**src/rtl/core/ole_pkg.sv**
```systemverilog
// Shared types and codes for the ordered list engine.
`default_nettype none

package ole_pkg;

   localparam int DATA_W = 32;

   typedef enum logic [2:0] {
      REQ_APPEND = 3'd0,
      REQ_POP    = 3'd1,
      REQ_INSERT = 3'd2,
      REQ_DELETE = 3'd3,
      REQ_SEARCH = 3'd4,
      REQ_CLEAR  = 3'd5
   } req_code_type;

   typedef enum logic [1:0] {
      ST_OK    = 2'd0,
      ST_FULL  = 2'd1,
      ST_RANGE = 2'd2
   } status_type;

   typedef enum logic [2:0] {
      CELL_HOLD,
      CELL_INSERT,
      CELL_DELETE,
      CELL_SEARCH,
      CELL_POP
   } cell_cmd_type;

   typedef enum logic {
      S_IDLE,
      S_EVAL
   } state_type;

   // broadcast to every cell of the chain
   typedef struct packed {
      cell_cmd_type      cmd;
      logic              mark;   // capture a fresh flag this cycle
      logic [DATA_W-1:0] key;
   } cell_ctrl_type;

endpackage

`default_nettype wire

```
**src/rtl/core/ordered_list_engine.sv**
```systemverilog
// Ordered list engine: an ordered list of signed words kept in a chain of cells.
//
// Requests arrive on req_* (valid/stall); an item is taken when req_valid is
// high and req_stall is low. Codes: append, pop tail, insert before position,
// delete at position, search for first match, clear. Each item returns one
// result on rsp_* with a status, the popped value, the search hit and the
// entry count after the request.
// Sequence: the accept edge updates the cell chain and captures per-cell
// flags; in the reduce state (S_EVAL) the flags are reduced (first-match
// encode, popped-value select) and the result is loaded into the output
// register once that register is free. No new item is taken until the
// result of the previous one has been loaded.
// req_stall is high during the reduce cycle, and stays high while a result
// is ready but the output register still holds an untaken result under
// rsp_stall. A new item may be taken while an earlier result waits.
// Reset (synchronous, active high) empties the list and drops any pending
// result; entry storage itself is not cleared.
`default_nettype none

module ordered_list_engine import ole_pkg::*; #(
   parameter int DEPTH = 16
) (
   input  wire logic               clock,
   input  wire logic               reset,
   input  wire logic               req_valid,
   output logic                    req_stall,
   input  wire logic [2:0]         req_type,
   input  wire logic [4:0]         req_position,
   input  wire logic signed [31:0] req_value,
   output logic                    rsp_valid,
   input  wire logic               rsp_stall,
   output logic [1:0]              rsp_status,
   output logic signed [31:0]      rsp_popped_value,
   output logic                    rsp_found,
   output logic [3:0]              rsp_found_position,
   output logic [4:0]              rsp_entry_count
);

   localparam int IW = (DEPTH > 1) ? $clog2(DEPTH) : 1;
   localparam int CW = $clog2(DEPTH + 1);
   localparam int PW = (CW > 5) ? CW : 5;
   localparam int XW = (IW > 4) ? IW : 4;
   localparam logic [CW-1:0] FULL_COUNT = CW'(DEPTH);

   state_type     state_ff, state_in;
   logic [CW-1:0] count_ff, count_in;
   req_code_type  op_ff, op_in;
   status_type    status_ff, status_in;

   logic              rsp_valid_ff, rsp_valid_in;
   logic [1:0]        rsp_status_ff, rsp_status_in;
   logic [31:0]       rsp_popped_ff, rsp_popped_in;
   logic              rsp_found_ff, rsp_found_in;
   logic [3:0]        rsp_pos_ff, rsp_pos_in;
   logic [4:0]        rsp_count_ff, rsp_count_in;

   cell_ctrl_type     ctrl;
   logic [IW-1:0]     at_idx;
   logic [DATA_W-1:0] cell_data [DEPTH];
   logic [DEPTH-1:0]  cell_flag;

   logic          accept;
   logic          load_rsp;
   logic [PW-1:0] pos_x;
   logic [PW-1:0] cnt_x;
   logic [PW-1:0] cnt_wide;
   logic [XW-1:0] hit_idx;
   logic [31:0]   pop_sel;

   assign req_stall = (state_ff == S_EVAL);
   assign accept    = req_valid && !req_stall;
   assign pos_x     = PW'(req_position);
   assign cnt_x     = PW'(count_ff);

   // request decode, done at the accept edge
   always_comb begin
      count_in  = count_ff;
      op_in     = op_ff;
      status_in = status_ff;
      ctrl.cmd  = CELL_HOLD;
      ctrl.mark = accept;
      ctrl.key  = req_value;
      at_idx    = '0;
      if (accept) begin
         op_in     = req_code_type'(req_type);
         status_in = ST_OK;
         case (req_code_type'(req_type))
            REQ_APPEND: begin
               if (count_ff == FULL_COUNT) begin
                  status_in = ST_FULL;
               end else begin
                  ctrl.cmd = CELL_INSERT;
                  at_idx   = count_ff[IW-1:0];
                  count_in = count_ff + CW'(1);
               end
            end
            REQ_POP: begin
               if (count_ff == '0) begin
                  status_in = ST_RANGE;
               end else begin
                  ctrl.cmd = CELL_POP;
                  at_idx   = IW'(count_ff - CW'(1));
                  count_in = count_ff - CW'(1);
               end
            end
            REQ_INSERT: begin
               if (count_ff == FULL_COUNT) begin
                  status_in = ST_FULL;
               end else if (pos_x > cnt_x) begin
                  status_in = ST_RANGE;
               end else begin
                  ctrl.cmd = CELL_INSERT;
                  at_idx   = IW'(pos_x);
                  count_in = count_ff + CW'(1);
               end
            end
            REQ_DELETE: begin
               if (pos_x >= cnt_x) begin
                  status_in = ST_RANGE;
               end else begin
                  ctrl.cmd = CELL_DELETE;
                  at_idx   = IW'(pos_x);
                  count_in = count_ff - CW'(1);
               end
            end
            REQ_SEARCH: begin
               ctrl.cmd = CELL_SEARCH;
            end
            REQ_CLEAR: begin
               count_in = '0;
            end
            default: begin
            end
         endcase
      end
   end

   // cell chain; insert shifts toward the tail, delete toward the head
   for (genvar i = 0; i < DEPTH; i++) begin : g_cell
      logic [DATA_W-1:0] left_d;
      logic [DATA_W-1:0] right_d;
      if (i == 0) begin : g_head
         assign left_d = ctrl.key;
      end else begin : g_mid_l
         assign left_d = cell_data[i-1];
      end
      if (i == DEPTH - 1) begin : g_tail
         assign right_d = cell_data[i];
      end else begin : g_mid_r
         assign right_d = cell_data[i+1];
      end
      ole_cell #(
         .INDEX (i),
         .IW    (IW),
         .CW    (CW)
      ) u_cell (
         .clock      (clock),
         .ctrl       (ctrl),
         .at_idx     (at_idx),
         .count      (count_ff),
         .left_data  (left_d),
         .right_data (right_d),
         .data_out   (cell_data[i]),
         .flag_out   (cell_flag[i])
      );
   end

   // flag reduction: first match and popped word
   always_comb begin
      hit_idx = '0;
      for (int i = DEPTH - 1; i >= 0; i--) begin
         if (cell_flag[i]) begin
            hit_idx = XW'(i);
         end
      end
      pop_sel = '0;
      for (int i = 0; i < DEPTH; i++) begin
         pop_sel = pop_sel | (cell_data[i] & {32{cell_flag[i]}});
      end
   end

   assign cnt_wide = PW'(count_ff);

   always_comb begin
      state_in      = state_ff;
      load_rsp      = 1'b0;
      rsp_valid_in  = rsp_valid_ff && rsp_stall;
      rsp_status_in = rsp_status_ff;
      rsp_popped_in = rsp_popped_ff;
      rsp_found_in  = rsp_found_ff;
      rsp_pos_in    = rsp_pos_ff;
      rsp_count_in  = rsp_count_ff;
      case (state_ff)
         S_IDLE: begin
            if (accept) begin
               state_in = S_EVAL;
            end
         end
         S_EVAL: begin
            if (!rsp_valid_ff || !rsp_stall) begin
               load_rsp      = 1'b1;
               state_in      = S_IDLE;
               rsp_valid_in  = 1'b1;
               rsp_status_in = status_ff;
               rsp_popped_in = (op_ff == REQ_POP) ? pop_sel : '0;
               rsp_found_in  = (op_ff == REQ_SEARCH) && (|cell_flag);
               rsp_pos_in    = ((op_ff == REQ_SEARCH) && (|cell_flag)) ?
                               hit_idx[3:0] : 4'd0;
               rsp_count_in  = cnt_wide[4:0];
            end
         end
         default: begin
            state_in = S_IDLE;
         end
      endcase
   end

   always_ff @(posedge clock) begin
      if (reset) begin
         state_ff     <= S_IDLE;
         count_ff     <= '0;
         rsp_valid_ff <= 1'b0;
      end else begin
         state_ff     <= state_in;
         count_ff     <= count_in;
         rsp_valid_ff <= rsp_valid_in;
      end
   end

   always_ff @(posedge clock) begin
      op_ff         <= op_in;
      status_ff     <= status_in;
      rsp_status_ff <= rsp_status_in;
      rsp_popped_ff <= rsp_popped_in;
      rsp_found_ff  <= rsp_found_in;
      rsp_pos_ff    <= rsp_pos_in;
      rsp_count_ff  <= rsp_count_in;
   end

   assign rsp_valid          = rsp_valid_ff;
   assign rsp_status         = rsp_status_ff;
   assign rsp_popped_value   = rsp_popped_ff;
   assign rsp_found          = rsp_found_ff;
   assign rsp_found_position = rsp_pos_ff;
   assign rsp_entry_count    = rsp_count_ff;

   a_count_bound : assert property (@(posedge clock) disable iff (reset)
      count_ff <= FULL_COUNT)
      else $error("entry count above depth");

   a_accept_eval : assert property (@(posedge clock) disable iff (reset)
      accept |=> state_ff == S_EVAL)
      else $error("accepted item did not enter reduce cycle");

   a_pop_onehot : assert property (@(posedge clock) disable iff (reset)
      (state_ff == S_EVAL) && (op_ff == REQ_POP) |-> $onehot0(cell_flag))
      else $error("more than one cell selected for pop");

   a_full_count : assert property (@(posedge clock) disable iff (reset)
      (state_ff == S_EVAL) && (status_ff == ST_FULL) |-> count_ff == FULL_COUNT)
      else $error("full status with list not full");

   a_hold_result : assert property (@(posedge clock) disable iff (reset)
      (state_ff == S_EVAL) && rsp_valid_ff && rsp_stall |=> state_ff == S_EVAL)
      else $error("pending result overwritten");

   a_load_state : assert property (@(posedge clock) disable iff (reset)
      load_rsp |=> rsp_valid_ff && (state_ff == S_IDLE))
      else $error("result load lost");

endmodule

`default_nettype wire

```
**src/rtl/core/ole_cell.sv**
```systemverilog
// One storage cell of the list chain: holds an entry and a flag bit.
`default_nettype none

module ole_cell import ole_pkg::*; #(
   parameter int INDEX = 0,
   parameter int IW    = 4,
   parameter int CW    = 5
) (
   input  wire logic              clock,
   input  wire cell_ctrl_type     ctrl,
   input  wire logic [IW-1:0]     at_idx,
   input  wire logic [CW-1:0]     count,
   input  wire logic [DATA_W-1:0] left_data,
   input  wire logic [DATA_W-1:0] right_data,
   output logic      [DATA_W-1:0] data_out,
   output logic                   flag_out
);

   localparam logic [IW-1:0] IDX   = IW'(INDEX);
   localparam logic [CW-1:0] IDX_C = CW'(INDEX);

   logic [DATA_W-1:0] data_ff, data_in;
   logic              flag_ff, flag_in;

   always_comb begin
      data_in = data_ff;
      flag_in = 1'b0;
      case (ctrl.cmd)
         CELL_INSERT: begin
            if (IDX > at_idx) begin
               data_in = left_data;
            end else if (IDX == at_idx) begin
               data_in = ctrl.key;
            end
         end
         CELL_DELETE: begin
            if (IDX >= at_idx) begin
               data_in = right_data;
            end
         end
         CELL_SEARCH: begin
            flag_in = (IDX_C < count) && (data_ff == ctrl.key);
         end
         CELL_POP: begin
            flag_in = (IDX == at_idx);
         end
         default: begin
         end
      endcase
   end

   always_ff @(posedge clock) begin
      data_ff <= data_in;
      if (ctrl.mark) begin
         flag_ff <= flag_in;
      end
   end

   assign data_out = data_ff;
   assign flag_out = flag_ff;

endmodule

`default_nettype wire
```
**config.mk**
```make
export PLATFORM = sky130hd
export DESIGN_NAME = ordered_list_engine
export DESIGN_NICKNAME = d
export VERILOG_FILES = /design/src/rtl/core/ole_pkg.sv /design/src/rtl/core/ordered_list_engine.sv /design/src/rtl/core/ole_cell.sv
export SDC_FILE = /design/constraint.sdc
export NUM_CORES = 2
export LEC_CHECK = 0
export ABC_CLOCK_PERIOD_IN_PS = 5300
export BUFFER_PORTS_ARGS = -buffer_cell sky130_fd_sc_hd__buf_2
export CAP_MARGIN = 20
export CELL_PAD_IN_SITES_DETAIL_PLACEMENT = 1
export CELL_PAD_IN_SITES_GLOBAL_PLACEMENT = 2
export CORE_AREA = 2 2 318 320
export DETAILED_ROUTE_END_ITERATION = 8
export DIE_AREA = 0 0 320 322
export PLACE_DENSITY_LB_ADDON = 0.1
export SLEW_MARGIN = 20
export SYNTH_ARGS = -nofsm -noshare
export SYNTH_HDL_FRONTEND = slang
export SYNTH_SLANG_ARGS = --single-unit
export TNS_END_PERCENT = 100
```
**constraint.sdc**
```tcl
create_clock -name clock -period 5.3 [get_ports clock]
set_clock_uncertainty 0.1 [all_clocks]
set_input_delay 0.795 -clock clock [delete_from_list [all_inputs] [get_ports clock]]
set_output_delay 0.795 -clock clock [all_outputs]
set_load 0.01 [all_outputs]
```
* Word-level counts from Yosys, hierarchy flattened
Cells that the tools add are included.
Word-level totals: register bits 584, input port bits 44, output and inout bits 46, word-level logic and storage cells 383
Operators by class: add/sub/neg operators 2, order comparisons 49, eq/ne operators 78, mux-type cells 124, bitwise logic cells 33, reduce and logical (&&, ||, !) cells 52
Operators with widths (count):
- two-way mux 32 bit | 47
- case mux 32 bit (2 select lines) | 15
- AND 32 bit | 16
- equality test 32 bit | 16
- bitwise OR 32 bit | 15
- two-way mux 4 bit | 14
- inequality test 3 x 1 -> 1 bit (second input constant) | 15
- AND reduction 3 bit | 15
- less-than comparator 4 x 5 -> 1 bit (first input constant) | 8
- case mux 1 bit (2 select lines) | 17
- equality test 4 bit (first input constant) | 8
- greater-than comparator 4 bit (first input constant) | 8
- inequality test 2 x 1 -> 1 bit (second input constant) | 15
- greater-or-equal comparator 4 bit (first input constant) | 7
- two-way mux 5 bit | 5
- case mux 5 bit (5 select lines) | 1
- less-than comparator 3 x 5 -> 1 bit (first input constant) | 4
- logical AND 1 bit | 19
- two-way mux 3 bit | 6
- equality test 3 x 4 -> 1 bit (first input constant) | 4
- greater-or-equal comparator 3 x 4 -> 1 bit (first input constant) | 4
- greater-than comparator 3 x 4 -> 1 bit (first input constant) | 4
- case mux 4 bit (4 select lines) | 1
- OR reduction 16 bit | 1
- 35 further kinds | 73

* Depth between registers and ports, before layout
depth in word-level cells 16, depth in mapped cells 14, gate-level depth less buffers 10

* By module
A second synthesis with hierarchy kept.
Unflattened totals: cells, all modules 3626, area, all modules 38628.3 um^2
By module, submodules not included:
- ordered_list_engine | instances 1, cells an instance 602, area an instance 5413.9 um^2, seq. area each 1611.5 um^2
- ole_cell (g_cell[6].u_cell) | instances 1, cells an instance 196, area an instance 2137.0 um^2, seq. area each 991.0 um^2
- ole_cell (g_cell[7].u_cell) | instances 1, cells an instance 192, area an instance 2129.5 um^2, seq. area each 991.0 um^2
- ole_cell (g_cell[10].u_cell) | instances 1, cells an instance 206, area an instance 2124.5 um^2, seq. area each 991.0 um^2
- ole_cell (g_cell[5].u_cell) | instances 1, cells an instance 193, area an instance 2119.5 um^2, seq. area each 991.0 um^2
- ole_cell (g_cell[9].u_cell) | instances 1, cells an instance 194, area an instance 2103.3 um^2, seq. area each 991.0 um^2
- ole_cell (g_cell[8].u_cell) | instances 1, cells an instance 198, area an instance 2100.8 um^2, seq. area each 991.0 um^2
- ole_cell (g_cell[11].u_cell) | instances 1, cells an instance 193, area an instance 2099.5 um^2, seq. area each 991.0 um^2
- ole_cell (g_cell[4].u_cell) | instances 1, cells an instance 194, area an instance 2092.0 um^2, seq. area each 991.0 um^2
- ole_cell (g_cell[12].u_cell) | instances 1, cells an instance 193, area an instance 2084.5 um^2, seq. area each 991.0 um^2
- ole_cell (g_cell[3].u_cell) | instances 1, cells an instance 190, area an instance 2083.2 um^2, seq. area each 991.0 um^2
- ole_cell (g_cell[2].u_cell) | instances 1, cells an instance 192, area an instance 2078.2 um^2, seq. area each 991.0 um^2
- ole_cell (g_cell[14].u_cell) | instances 1, cells an instance 194, area an instance 2077.0 um^2, seq. area each 991.0 um^2
- ole_cell (g_cell[1].u_cell) | instances 1, cells an instance 190, area an instance 2073.2 um^2, seq. area each 991.0 um^2
- 3 more rows

* Least setup slack after synthesis
No wires, ideal clock.
kind in2reg, from input req_position[2], to register g_cell[15].u_cell.data_ff[0], enable pin, library setup time 502 ps, data arrival time 4947 ps, required time 4698 ps, setup slack -249 ps, stages 7, buffers on the path 0, path through ha_1 > o21ai_0 > a21oi_1 > nor3_2 > nor2_1 > o21a_1 > nor4_1
Between the ends: longest elaborated chain between the ends 8, elaborated cells on any way between the ends 17
Ends and longest elaborated chain:
- start, declared | RTL line ordered_list_engine.sv:28 | input wire logic [4:0] req_position,
- greater-than comparator 5 bit | RTL line ordered_list_engine.sv:109 | end else if (pos_x > cnt_x) begin
- two-way mux 4 bit | RTL line ordered_list_engine.sv:109
- two-way mux 4 bit | RTL line ordered_list_engine.sv:107 | if (count_ff == FULL_COUNT) begin
- case mux 4 bit (4 select lines) | RTL line ordered_list_engine.sv:87 | case (req_code_type'(req_type))
- two-way mux 4 bit | RTL line ordered_list_engine.sv:84 | if (accept) begin
- greater-than comparator 4 bit or equality test 4 bit (tied branches) | RTL line ole_cell.sv:30, ole_cell.sv:32
- nonzero test 2 bit (no source line)
- AND reduction 2 bit (no source line) *
- end signal, assigned | RTL line ole_cell.sv:53 | data_ff <= data_in;
- end, declared | RTL line ole_cell.sv:22 | logic [DATA_W-1:0] data_ff, data_in;
Mark *: on every way between the ends. The rest lies on a longest branch, timed or not. A chain may end at the register's enable or synchronous reset.

* Worst setup path after layout
from register count_ff[1] (netlist: cnt_wide[1]), to register g_cell[6].u_cell.data_ff[0], enable pin
Between the ends: longest elaborated chain between the ends 8, elaborated cells on any way between the ends 28
Ends and longest elaborated chain:
- start, declared | RTL line ordered_list_engine.sv:46 | logic [CW-1:0] count_ff, count_in;
- start signal, assigned | RTL line ordered_list_engine.sv:225 | count_ff <= count_in;
- greater-than comparator 5 bit | RTL line ordered_list_engine.sv:109
- two-way mux 4 bit or two-way mux 1 bit (tied branches) | RTL line ordered_list_engine.sv:109
- two-way mux 4 bit or two-way mux 1 bit (tied branches) | RTL line ordered_list_engine.sv:107
- case mux 4 bit (4 select lines) or case mux 3 bit (5 select lines) (tied branches) | RTL line ordered_list_engine.sv:87
- two-way mux 4 bit or two-way mux 3 bit (tied branches) | RTL line ordered_list_engine.sv:84
- greater-than comparator 3 x 4 -> 1 bit, or another cell as far along | RTL line ole_cell.sv:30 | if (IDX > at_idx) begin
- inequality test 3 x 1 -> 1 bit (no source line), or another cell as far along
- AND reduction 3 bit (no source line) *
- end signal, assigned | RTL line ole_cell.sv:53
- end, declared | RTL line ole_cell.sv:22
Marked as above.

==> impl_metrics.prom <==
# TYPE chip_impl_metric gauge
chip_impl_metric{name="setup_total_negative_slack",unit="ps"} 0
chip_impl_metric{name="period_minus_slack",unit="ps"} 4590
chip_impl_metric{name="hpwlAfterDp",unit="mm"} 167
chip_impl_metric{name="grt_max_degree",unit=""} 86
chip_impl_metric{name="drc_errors",unit=""} 0
chip_impl_info{name="clock-root-buffer",value="clkbuf_16"} 1
chip_impl_metric{name="grt_overflow_total",unit=""} 0
chip_impl_metric{name="ys_seq_area_share",unit="%"} 46.6
chip_impl_metric{name="p_leak",unit="nW"} 14.5
chip_impl_metric{name="grt_pass1_vias",unit=""} 34562
chip_impl_metric{name="io_buffer_count",unit=""} 89
chip_impl_metric{name="clk_path_buf_depth",unit=""} 3
chip_impl_metric{name="crit_fanout",unit=""} 19
chip_impl_metric{name="irDropWorstVdd",unit="mV"} 0.236
chip_impl_metric{name="ys_seq_elements",unit=""} 584
chip_impl_metric{name="p_int",unit="mW"} 8.87
chip_impl_info{name="crit_family",value="compound AO/OA/AOI/OAI gates"} 1
chip_impl_metric{name="synthesis.yosys.warnings",unit=""} 0
chip_impl_info{name="status",value="completed"} 1
chip_impl_metric{name="part_of_the_power_in_registers",unit="%"} 42.5
chip_impl_metric{name="antenna_found_initial",unit=""} 21
chip_impl_metric{name="clkTransAtPathRegs",unit="ps"} 60
chip_impl_metric{name="ctsHtreeMaxLevel",unit=""} 3
chip_impl_metric{name="wl_per_cell",unit="um"} 45.9
chip_impl_metric{name="antenna_violating_nets_post_route",unit=""} 0
chip_impl_metric{name="postLayoutSetupSlackWorst",unit="ps"} 705
chip_impl_metric{name="final_area",unit="um2"} 42400
chip_impl_info{name="chain_of_cells_forming_the_critical_path",value="buf_4 -> inv_1 -> ha_1 -> nand4bb_1 -> o22a_1 -> o2111ai_1 -> nand2_1 -> a21oi_4 -> nand2b_2 -> nor2b_4 -> buf_4"} 1
chip_impl_metric{name="die_width",unit="um"} 320
chip_impl_info{name="worstSetupEndpointType",value="flop"} 1
chip_impl_metric{name="post_synth_edffs",unit=""} 577
chip_impl_metric{name="timing.final.max_slew_violations",unit=""} 0
chip_impl_metric{name="floorplan.core_area",unit="um2"} 99600
chip_impl_metric{name="filler_cell_count",unit=""} 10989
chip_impl_metric{name="max_slew_margin",unit="%"} 13.4
chip_impl_metric{name="comb_power_share",unit="%"} 14.9
chip_impl_info{name="start_kind",value="flop"} 1
chip_impl_metric{name="final-hold-violation-count",unit=""} 0
chip_impl_metric{name="cp.arrival",unit="ps"} 4810
chip_impl_info{name="synthTopCellsByArea",value="edfxtp_1 46%, xnor2_1 6.4%, nand2_1 6.2%, xor2_1 5.5%, o211ai_1 4.5%"} 1
chip_impl_metric{name="fin_nets",unit=""} 3795
chip_impl_metric{name="grt_util_met3",unit="%"} 11.8
chip_impl_metric{name="worst-endpoint-required",unit="ps"} 5510
chip_impl_info{name="library_cell_appearing_most_often_on_the_critical_path",value="buf_4"} 1
chip_impl_info{name="yosys.area.top_type",value="edfxtp_1"} 1
chip_impl_metric{name="met1_usage",unit="%"} 58.0
chip_impl_metric{name="routed_wl",unit="mm"} 235
chip_impl_metric{name="post_route_cells_drive_above_1_share",unit="%"} 11.5
chip_impl_metric{name="drt_iter0_markers",unit=""} 5771
chip_impl_metric{name="final_cells",unit=""} 5110
chip_impl_metric{name="asyncSetResetFlopFracSynth",unit="%"} 0
chip_impl_metric{name="die_height",unit="um"} 322
chip_impl_metric{name="maxCapViolCount",unit=""} 0
chip_impl_metric{name="gp_routability_congestion",unit=""} 1.12
chip_impl_metric{name="report.final.setup_viol",unit=""} 0
chip_impl_metric{name="global_route.usage.total",unit="%"} 44.6
chip_impl_metric{name="viasPerCell",unit=""} 7.15
chip_impl_metric{name="area_post_placement",unit="um2"} 39900
chip_impl_metric{name="synth_top_area_share",unit="%"} 46.2
chip_impl_metric{name="number_of_resized_instances_in_the_post_cts_repair_step",unit=""} 0
chip_impl_metric{name="syn_to_final_growth",unit="%"} 13.0
chip_impl_metric{name="fmax",unit="MHz"} 218
chip_impl_info{name="hp-class",value="input pin to flop"} 1
chip_impl_metric{name="io_pins",unit=""} 90
chip_impl_info{name="setup.worst_path.class",value="flop to flop"} 1
chip_impl_metric{name="transition_time_at_the_pin_with_the_least_slew_margin",unit="ps"} 1290
chip_impl_metric{name="gr-usage-met2",unit="%"} 67.2
chip_impl_metric{name="cellPowerDensity",unit="nW/um2"} 302
chip_impl_info{name="synth.cells.most_frequent",value="617 x nand2_1, 577 x edfxtp_1, 292 x clkbuf_1"} 1
chip_impl_metric{name="total_power",unit="mW"} 12.8
chip_impl_metric{name="post_synthesis_cell_area",unit="um2"} 37500
chip_impl_metric{name="postCtsSetupBuffers",unit=""} 0
chip_impl_metric{name="netlist-cell-type-count",unit=""} 66
chip_impl_metric{name="post_synth_inst_count",unit=""} 3800
chip_impl_info{name="critical_path.slowest_cell",value="a21oi_4"} 1
chip_impl_metric{name="tritonroute_pass_1_iters",unit=""} 6
chip_impl_metric{name="final_min_period_over_clock_period",unit="%"} 86.7
chip_impl_info{name="synth_ff_type",value="edfxtp_1"} 1
chip_impl_info{name="yosys.cell_count.top_type",value="nand2_1"} 1
chip_impl_metric{name="design.die.area",unit="um2"} 103000
chip_impl_metric{name="syn-mean-instance-area",unit="um2"} 9.87
chip_impl_info{name="grt_setup_unrepaired",value="false"} 1
chip_impl_metric{name="power.switching",unit="mW"} 3.93
chip_impl_metric{name="switching_share",unit="%"} 30.7
chip_impl_metric{name="insertion_delay",unit="ps"} 680
chip_impl_metric{name="post-place-cells",unit=""} 4963
chip_impl_metric{name="grt_first_pass_wirelength",unit="mm"} 315
chip_impl_metric{name="row_count",unit=""} 116
chip_impl_metric{name="initial_core_util",unit="%"} 37.7
chip_impl_metric{name="slowest_delay",unit="ps"} 950
chip_impl_metric{name="detailroute.via_count",unit=""} 36518
chip_impl_metric{name="timing.critical_path.buf_inv",unit=""} 3
chip_impl_metric{name="min_hold_slack",unit="ps"} 310
chip_impl_metric{name="power_frac_clock",unit="%"} 42.5
chip_impl_metric{name="pre_cts_slack",unit="ps"} 658
chip_impl_metric{name="cts_buf_count",unit=""} 76
chip_impl_metric{name="cts_num_sinks",unit=""} 584
chip_impl_metric{name="syn_nets",unit=""} 3852
chip_impl_info{name="tritoncts_clock_tree",value="yes"} 1
chip_impl_metric{name="final_util",unit="%"} 42.6
chip_impl_info{name="busiest_layer",value="met2"} 1
chip_impl_metric{name="ctsHoldBuffers",unit=""} 0
==> layer usage <==
| metal | share of wire [%] | vias to the layer above |
|---|---|---|
| li1 | - | 14227 |
| met1 | 39 | 18837 |
| met2 | 43 | 2779 |
| met3 | 12 | 653 |
| met4 | 6.7 | 22 |
| met5 | 0.065 | - |
==> power groups by stage <==
stage                     combinational (mW)  clock, mW  sequential (mW)
final                                   1.91       5.44             5.45
after global routing                    1.90       5.61             5.45
after CTS                               1.82       5.47             5.44
after detailed placement                1.81          0             5.53
after global placement                  1.78          0             5.53
after floorplan                        0.903          0             5.46
==> cell families after synthesis <==
| family | share of synthesized area [%] |
|---|---|
| buf+inv | 4.35 |
| flops | 46.6 |
| compound gates | 17.0 |
| xor+xnor | 12.0 |
| fa+ha+maj | 0.267 |
| simple gates | 14.6 |
| mux | 5.31 |
==> cells in the final DEF (no fill, tap or decap), types with 23 or more instances in the layout <==
cell type,instances
mux2_2,23
a22oi_1,65
and3_1,35
xnor2_1,273
a31oi_1,131
xor2_1,237
nand2_1,613
nor2_1,122
a221oi_1,96
o211ai_1,224
buf_2,89
a22o_1,97
edfxtp_1,577
nand3_1,49
buf_12,27
clkbuf_16,77
mux2i_1,163
buf_4,133
nand4_1,218
o21ai_0,206
nor4_1,76
a21oi_1,49
==> registers in the layout, summed over array words and instances, names as in the netlist <==
signal / cells
rsp_popped_value: 32
op_ff: 3
rsp_entry_count: 5
rsp_found_position: 4
rsp_found: 1
g_cell.u_cell.data_out: 512
req_stall: 1
rsp_status: 2
status_ff: 2
cnt_wide: 5
rsp_valid: 1
g_cell.u_cell.flag_out: 16
==> cell type report <==
type / count / area [um2] / area share, %
tap: 1298 / 1620 / 3.83
timing repair buffer: 251 / 2010 / 4.75
antenna: 10 / 25.0 / 0.0590
clock buffer: 93 / 2010 / 4.73
inverter: 15 / 56.3 / 0.133
sequential: 584 / 17500 / 41.2
multi-input combinational: 2815 / 18700 / 44.2
clock inverter: 44 / 469 / 1.11
==> worst paths after layout <==
kind | endpoint | depth (start not counted) | startpoint | slack (ps)
worst max-delay path | g_cell[6].u_cell.data_out[0]$_DFFE_PP_ | 11 | cnt_wide[1]$_SDFFE_PP0P_ | 710
worst min-delay path | rsp_valid$_SDFF_PP0_ | 2 | reset | 310
worst max register to register | g_cell[6].u_cell.data_out[0]$_DFFE_PP_ | 11 | cnt_wide[1]$_SDFFE_PP0P_ | 710
worst min register to register | rsp_status[1]$_DFFE_PP_ | 0 | status_ff[1]$_DFFE_PP_ | 320
Power figures use the tool's default switching activity.
